===== config.mk =====
export PLATFORM = sky130hd
export DESIGN_NAME = sce_ctrl
export DESIGN_NICKNAME = d
export VERILOG_FILES = /design/src/design/sce_pkg.sv /design/src/design/sce_ctrl.sv
export VERILOG_INCLUDE_DIRS = /design/src /design/src/design
export SDC_FILE = /design/constraint.sdc
export NUM_CORES = 1
export LEC_CHECK = 0
export ABC_AREA = 0
export BUFFER_PORTS_ARGS = -buffer_cell sky130_fd_sc_hd__buf_2
export CAP_MARGIN = 5
export CORE_MARGIN = 3
export CORE_UTILIZATION = 43
export CTS_CLUSTER_SIZE = 14
export DETAILED_ROUTE_END_ITERATION = 12
export GPL_ROUTABILITY_DRIVEN = 0
export PLACE_DENSITY = 0.88
export SETUP_SLACK_MARGIN = 0.05
export SLEW_MARGIN = 20
export SYNTH_ARGS = -nofsm -noshare
export SYNTH_HDL_FRONTEND = slang
export SYNTH_SLANG_ARGS = --single-unit

===== constraint.sdc =====
create_clock -name clk_i -period 3.2 [get_ports clk_i]
set_clock_uncertainty 0.1 [all_clocks]
set_input_delay 0.96 -clock clk_i [delete_from_list [all_inputs] [get_ports clk_i]]
set_output_delay 0.96 -clock clk_i [all_outputs]
set_load 0.01 [all_outputs]

===== src/design/stack_calculator_engine_macros.svh =====
// Assertion macros shared by the stack calculator modules
`ifndef STACK_CALCULATOR_ENGINE_MACROS_SVH
`define STACK_CALCULATOR_ENGINE_MACROS_SVH

// check that an antecedent implies a consequent in the same cycle
`define SCE_ASSERT_IMPL(label, clk, rst_n, ante, cons, msg) \
  label: assert property (@(posedge clk) disable iff (!rst_n) (ante) |-> (cons)) \
    else $error(msg);

// check that an antecedent implies a consequent in the next cycle
`define SCE_ASSERT_NEXT(label, clk, rst_n, ante, cons, msg) \
  label: assert property (@(posedge clk) disable iff (!rst_n) (ante) |=> (cons)) \
    else $error(msg);

`endif


===== src/design/sce_pkg.sv =====
// Package with types and constants for the stack calculator
`default_nettype none
package sce_pkg;
  localparam int unsigned StackDepthDef = 1024;
  localparam int unsigned WordW = 32;
  localparam int unsigned IdxW = 10;
  localparam int unsigned DepthW = 11;
  localparam int unsigned StatW = 3;
  localparam int unsigned CmdW = 3;

  typedef enum logic [CmdW-1:0] {
    CMD_PUSH = 3'd0, CMD_POP = 3'd1, CMD_PEEK_TOP = 3'd2, CMD_PEEK_BOT = 3'd3,
    CMD_ADD = 3'd4, CMD_SUB = 3'd5, CMD_MUL = 3'd6, CMD_DIV = 3'd7
  } cmd_e;

  typedef enum logic [StatW-1:0] {
    ST_OK = 3'd0, ST_FEW = 3'd1, ST_RANGE = 3'd2, ST_DIV0 = 3'd3, ST_FULL = 3'd4
  } status_e;

  typedef enum logic [3:0] {
    S_IDLE, S_RD_A, S_RD_B, S_WAIT_B, S_EXEC, S_MUL, S_DIV, S_DIV_FIX, S_WRITE, S_DONE
  } state_e;

  // commands from controller to datapath
  typedef struct packed {
    logic load_in;
    logic ram_rd;
    logic [1:0] rd_sel;    // 0 top, 1 second, 2 peek top, 3 peek bottom
    logic cap_a;
    logic cap_b;
    logic cap_peek;
    logic ram_wr_push;
    logic ram_wr_res;
    logic do_alu;
    logic do_mul;
    logic div_start;
    logic div_step;
    logic div_fix;
    logic [1:0] cnt_op;    // 0 hold, 1 inc, 2 dec, 3 dec two
    logic set_out;
    logic [StatW-1:0] st;
    logic res_zero;
  } ctrl_t;

  // status from datapath to controller
  typedef struct packed {
    logic [CmdW-1:0] cmd;
    logic full;
    logic empty;
    logic few;
    logic idx_bad;
    logic a_zero;
    logic div_done;
  } stat_t;
endpackage
`default_nettype wire


===== src/design/sce_ctrl.sv =====
// Controller state machine for the stack calculator
`default_nettype none
`include "stack_calculator_engine_macros.svh"
module sce_ctrl import sce_pkg::*; (
  input  wire logic  clk_i,
  input  wire logic  rst_ni,
  input  wire logic  in_fire_i,
  input  wire logic  out_free_i,
  input  wire stat_t stat_i,
  output ctrl_t      ctrl_o,
  output logic       busy_o
);
  state_e state_q, state_d;

  always_ff @(posedge clk_i or negedge rst_ni) begin
    if (!rst_ni) begin
      state_q <= S_IDLE;
    end else begin
      state_q <= state_d;
    end
  end

  always_comb begin
    state_d = state_q;
    unique case (state_q)
      S_IDLE:    if (in_fire_i) state_d = S_RD_A;
      S_RD_A: begin
        unique case (cmd_e'(stat_i.cmd))
          CMD_PUSH:     state_d = S_DONE;
          CMD_POP:      state_d = stat_i.empty ? S_DONE : S_RD_B;
          CMD_PEEK_TOP,
          CMD_PEEK_BOT: state_d = stat_i.idx_bad ? S_DONE : S_RD_B;
          default:      state_d = stat_i.few ? S_DONE : S_RD_B;
        endcase
      end
      S_RD_B: begin
        if (stat_i.cmd == CMD_POP || stat_i.cmd == CMD_PEEK_TOP ||
            stat_i.cmd == CMD_PEEK_BOT) begin
          state_d = S_DONE;
        end else begin
          state_d = S_WAIT_B;
        end
      end
      S_WAIT_B:  state_d = S_EXEC;
      S_EXEC: begin
        priority if (stat_i.cmd == CMD_MUL) state_d = S_MUL;
        else if (stat_i.cmd == CMD_DIV) state_d = stat_i.a_zero ? S_DONE : S_DIV;
        else state_d = S_WRITE;
      end
      S_MUL:     state_d = S_WRITE;
      S_DIV:     if (stat_i.div_done) state_d = S_DIV_FIX;
      S_DIV_FIX: state_d = S_WRITE;
      S_WRITE:   state_d = S_DONE;
      S_DONE:    if (out_free_i) state_d = S_IDLE;
      default:   state_d = S_IDLE;
    endcase
  end

  always_comb begin
    ctrl_o = '0;
    ctrl_o.st = ST_OK;
    unique case (state_q)
      S_IDLE: ctrl_o.load_in = in_fire_i;
      S_RD_A: begin
        unique case (cmd_e'(stat_i.cmd))
          CMD_PUSH: begin
            ctrl_o.set_out = 1'b1;
            ctrl_o.res_zero = 1'b1;
            if (stat_i.full) begin
              ctrl_o.st = ST_FULL;
            end else begin
              ctrl_o.ram_wr_push = 1'b1;
              ctrl_o.cnt_op = 2'd1;
            end
          end
          CMD_POP: begin
            if (stat_i.empty) begin
              ctrl_o.set_out = 1'b1;
              ctrl_o.res_zero = 1'b1;
              ctrl_o.st = ST_FEW;
            end else begin
              ctrl_o.ram_rd = 1'b1;
              ctrl_o.rd_sel = 2'd0;
              ctrl_o.cnt_op = 2'd2;
            end
          end
          CMD_PEEK_TOP, CMD_PEEK_BOT: begin
            if (stat_i.idx_bad) begin
              ctrl_o.set_out = 1'b1;
              ctrl_o.res_zero = 1'b1;
              ctrl_o.st = ST_RANGE;
            end else begin
              ctrl_o.ram_rd = 1'b1;
              ctrl_o.rd_sel = (stat_i.cmd == CMD_PEEK_TOP) ? 2'd2 : 2'd3;
            end
          end
          default: begin
            if (stat_i.few) begin
              ctrl_o.set_out = 1'b1;
              ctrl_o.res_zero = 1'b1;
              ctrl_o.st = ST_FEW;
            end else begin
              ctrl_o.ram_rd = 1'b1;
              ctrl_o.rd_sel = 2'd0;
            end
          end
        endcase
      end
      S_RD_B: begin
        if (stat_i.cmd == CMD_POP || stat_i.cmd == CMD_PEEK_TOP ||
            stat_i.cmd == CMD_PEEK_BOT) begin
          ctrl_o.cap_peek = 1'b1;
          ctrl_o.set_out = 1'b1;
        end else begin
          ctrl_o.cap_a = 1'b1;
          ctrl_o.ram_rd = 1'b1;
          ctrl_o.rd_sel = 2'd1;
        end
      end
      S_WAIT_B: ctrl_o.cap_b = 1'b1;
      S_EXEC: begin
        ctrl_o.cnt_op = 2'd3;
        priority if (stat_i.cmd == CMD_MUL) ctrl_o.do_mul = 1'b1;
        else if (stat_i.cmd == CMD_DIV) begin
          if (stat_i.a_zero) begin
            ctrl_o.set_out = 1'b1;
            ctrl_o.res_zero = 1'b1;
            ctrl_o.st = ST_DIV0;
          end else begin
            ctrl_o.div_start = 1'b1;
          end
        end else ctrl_o.do_alu = 1'b1;
      end
      S_DIV:     ctrl_o.div_step = 1'b1;
      S_DIV_FIX: ctrl_o.div_fix = 1'b1;
      S_WRITE: begin
        ctrl_o.ram_wr_res = 1'b1;
        ctrl_o.cnt_op = 2'd1;
        ctrl_o.set_out = 1'b1;
      end
      S_DONE: ;
      default: ;
    endcase
  end

  assign busy_o = (state_q != S_IDLE);

  `SCE_ASSERT_NEXT(a_start, clk_i, rst_ni, (state_q == S_IDLE) && in_fire_i,
                   state_q == S_RD_A, "accepted item did not start")
  `SCE_ASSERT_IMPL(a_wr_one, clk_i, rst_ni, 1'b1,
                   !(ctrl_o.ram_wr_push && ctrl_o.ram_wr_res), "double RAM write")
  `SCE_ASSERT_IMPL(a_rd_wr, clk_i, rst_ni, ctrl_o.ram_rd,
                   !(ctrl_o.ram_wr_push || ctrl_o.ram_wr_res), "read and write together")
  `SCE_ASSERT_IMPL(a_busy_in, clk_i, rst_ni, state_q != S_IDLE, !ctrl_o.load_in,
                   "item loaded while busy")
endmodule
`default_nettype wire


## After elaboration in Yosys (flattened, before gate mapping)

Cells that the tools add are included.

| cells by class | value |
|---|---|
| eq/ne operators | 17 |
| reductions and logical operators | 8 |
| muxes and demuxes | 51 |

Operators by type and width:

| cell | count |
|---|---|
| 2-to-1 mux 4 bit | 11 |
| case mux 4 bit (9 select lines) | 1 |
| 2-to-1 mux 5 bit | 6 |
| 2-to-1 mux 1 bit | 19 |
| equality test 4 x 3 -> 1 bit, second input constant | 4 |
| 2-to-1 mux 3 bit | 5 |
| case mux 5 bit (3 select lines) | 1 |
| case mux 4 bit (3 select lines) | 1 |
| case mux 3 bit (3 select lines) | 1 |
| equality test 4 x 2 -> 1 bit, second input constant | 2 |
| equality test 4 bit, second input constant | 2 |
| case mux 4 bit (2 select lines) | 1 |
| equality test 3 x 2 -> 1 bit, second input constant | 2 |
| equality test 3 bit, second input constant | 2 |
| inequality test 2 bit, second input constant | 3 |
| case mux 2 bit (3 select lines) | 1 |
| case mux 3 bit (2 select lines) | 1 |
| equality test 4 x 1 -> 1 bit, second input constant | 1 |
| zero test 4 bit | 1 |
| case mux 1 bit (4 select lines) | 1 |
| case mux 2 bit (2 select lines) | 1 |
| nonzero test 4 bit | 1 |
| OR reduction 2 bit | 2 |
| equality test 3 x 1 -> 1 bit, second input constant | 1 |
| 4 further kinds | 5 |

| storage, ports and cells | value |
|---|---|
| flip-flop bits (word level) | 4 |
| output and inout bits | 22 |

## Depth between registers and ports, before layout

| logic depth | value |
|---|---|
| word-level depth | 5 |
| gate-level depth with buffers | 5 |
| depth with buffers taken out | 4 |

## Worst setup path after synthesis

Ideal clock, no wire load.

| timing path | value |
|---|---|
| kind | input port to output port |
| start | input port stat_i[6] (netlist name) |
| end | output port ctrl_o[19] (netlist name) |
| path buffers | 1 |
| data arrival time | 1.963 ns |
| path slack | 0.177 ns |
| stages | 5 |
| cells stage by stage | clkbuf_1 or3b_1 a21oi_1 nor2_1 nor2_1 |

RTL lines:

| what | line | text |
|---|---|---|
| start, declared | sce_ctrl.sv:9 | `input wire stat_t stat_i,` |
| end, declared | sce_ctrl.sv:10 | `output ctrl_t ctrl_o,` |

==> results.py <==
metrics = {
    "floorplan": {
        "start_util_pct": 47.37,
        "fp.dieH_um": 44.34,
        "die_x_um": 44.34,
        "io_pins": 35,
        "rows": 13,
        "core_area_mm2": 0.001334,
        "dieArea_mm2": 0.001966,
    },
    "clock_tree": {
        "path_clk_slew_ps": 40,
        "clk_path_buf_depth": 2,
        "cts_setup_buffers": 0,
        "hold_buffers": 0,
        "cts_buffers": 3,
        "post_cts_resized": 0,
        "cts_sinks": 4,
        "cts_tree": "yes",
        "htree_num_levels": 1,
        "clk_latency_ps": 240,
        "clockRootBuffer": "clkbuf_4",
    },
    "sta": {
        "fin_crit_ps": 3078,
        "drv_slew": 0,
        "tns_ps": 0,
        "setup_viol": 0,
        "worst_slew_pin_slew_ps": 353.1,
        "hold_viol": 0,
        "setup_slack_ps": 122.0,
        "rsz0062_at_grt": "false",
        "fmax_mhz": 324.9,
        "fin_crit_sh_pct": 96.19,
        "relSlewSlack_pct": 76.32,
    },
    "routing": {
        "remaining_drc_errors": 0,
        "routedWlPerCell_um": 13.76,
        "antenna_left": 0,
        "vias_per_cell": 5.908,
        "totalWireLength_um": 1940,
        "vias": 833,
        "drt_iter0_drc": 16,
        "dr.pass1.iters": 4,
    },
    "cells_and_area": {
        "num_antenna_cells": 0,
        "final_util_pct": 64.07,
        "finalInstanceArea_um2": 854.6,
        "drive_above_1_share_pct": 38.89,
        "largest_registers": "state_q (4)",
        "largest_reg_flops": 4,
        "largest_register": "state_q",
        "fin_nets": 141,
        "area_growth_pct": 35.25,
    },
    "critical_path": {
        "cp_data_arrival_time_ps": 2020,
        "end_kind": "output pin",
        "crit_fanout": 10,
        "required_ps": 2140,
        "start_kind": "input pin",
        "setup.worst_path.class": "in2out",
    },
    "min_path": {
        "hp-class": "in2async",
    },
    "placed_design": {
        "dpl_worst_slack_ps": 126.2,
        "place_area_um2": 813.3,
        "hpwl_um": 1574,
        "io_buffers": 34,
    },
    "synthesis": {
        "ys.flop_type": "dfrtp_1",
        "ys_warn_count": 0,
        "synth_top_cell_area_share_pct": 15.84,
        "synth.distinct_cells": 33,
        "yosysMostFrequentCell": "nor2_1",
        "synth_cells": 93,
        "ys_seq_area_share_pct": 15.84,
        "synth_edf_count": 0,
        "async_flop_share_pct": 100.0,
        "synth_area_leaders": "dfrtp_1 (16%), nor2_1 (7.7%), nand2_1 (5.9%)",
        "syn_area_um2": 631.9,
        "ys_seq_elements": 4,
        "synth_common_cells": "nor2_1 (13), nand2_1 (10), clkbuf_1 (7)",
        "synth_nets": 106,
        "syn_area_per_cell_um2": 6.794,
        "yosysTopAreaCell": "dfrtp_1",
    },
    "power": {
        "leakagePower_nw": 0.4363,
        "power_density_mw_per_mm2": 685.8,
        "power.total_uw": 586.0,
        "ir_worst_vdd_mv": 0.3719,
    },
    "grt": {
        "grt_pass1_vias": 748,
        "grt.overflow.total": 0,
        "grt_pass1_wl_um": 3146,
        "antenna_found_initial": 0,
        "grt_max_degree": 13,
        "grt_use_total_pct": 21.66,
    },
    "status": {
        "status": "finished clean",
    },
    "flow_run": {
        "cap_violations": 0,
    },
}
[cell usage in the layout, fill, tap and decap left out, types with 2 or more instances in the layout]
master / count
or4b_4: 2
a21oi_1: 6
o21ai_1: 3
dfrtp_1: 3
o21ai_0: 3
nor3b_1: 2
nor3_1: 5
nand2b_1: 5
nand2_1: 10
nand3b_1: 3
a211oi_1: 2
buf_2: 33
o211ai_1: 3
clkbuf_4: 4
buf_4: 4
nor2b_1: 3
inv_1: 5
nor2_1: 13
[metal layers]
layer,vias up,track usage [%],wire length (um)
met5,-,0,0
met4,0,11.45,82
met3,10,4.878,180
met2,49,33.14,864
met1,373,28.15,812
li1,401,-,-
[path summary, 6_finish.rpt]
check | start | end | slack, ps | depth (start not counted)
worst max-delay path | stat_i[6] | ctrl_o[4] | 120 | 6
min in group clk_i | state_q[1] | state_q[3] | 560 | 1
worst max register to register | state_q[3] | state_q[3] | 1390 | 5
worst min register to register | state_q[1] | state_q[3] | 560 | 1
worst min-delay path | rst_ni | state_q[3] | 420 | 1
max in group asynchronous | rst_ni | state_q[1] | 2450 | 1
[cell type report]
cell class	count	area, um2
clock buffer	3	22.52
fill	122	479.2
timing repair buffer	38	202.7
multi-input combinational	76	490.5
tap	15	18.77
inverter	5	18.77
sequential	4	101.3
[critical path, cell delays in order]
cell       delay (ps)
clkbuf_4          160
nor2b_1           160
a2111oi_4         400
nor3_1            120
nand2_1            80
buf_2             120
[kinds of logic (layout without fill, tap and decap cells)]
kind of cell	count (synthesis)	count (layout)	share of synthesized area, %
flip-flops	4	4	15.84
AND/OR/NAND/NOR	51	51	45.74
buffers and inverters	13	46	8.912
AO/OA/AOI/OAI	25	25	29.51
[per-stage QoR]
stage	instances	hold slack [ps]
after floorplan	93	499.5
final	141	415.5
after CTS	141	415.2
after global placement	138	647.1
after global routing	141	415.3
after detailed placement	138	614.2
[where the power goes]
| part | leakage [nW] | switching [mW] | internal (mW) |
|---|---|---|---|
| Clock | 0.0138 | 0.0233 | 0.0421 |
| Combinational | 0.372 | 0.212 | 0.191 |
| Sequential | 0.0504 | 0.0462 | 0.0715 |
| Total | 0.436 | 0.282 | 0.304 |
(Power assumes the default switching activity.)
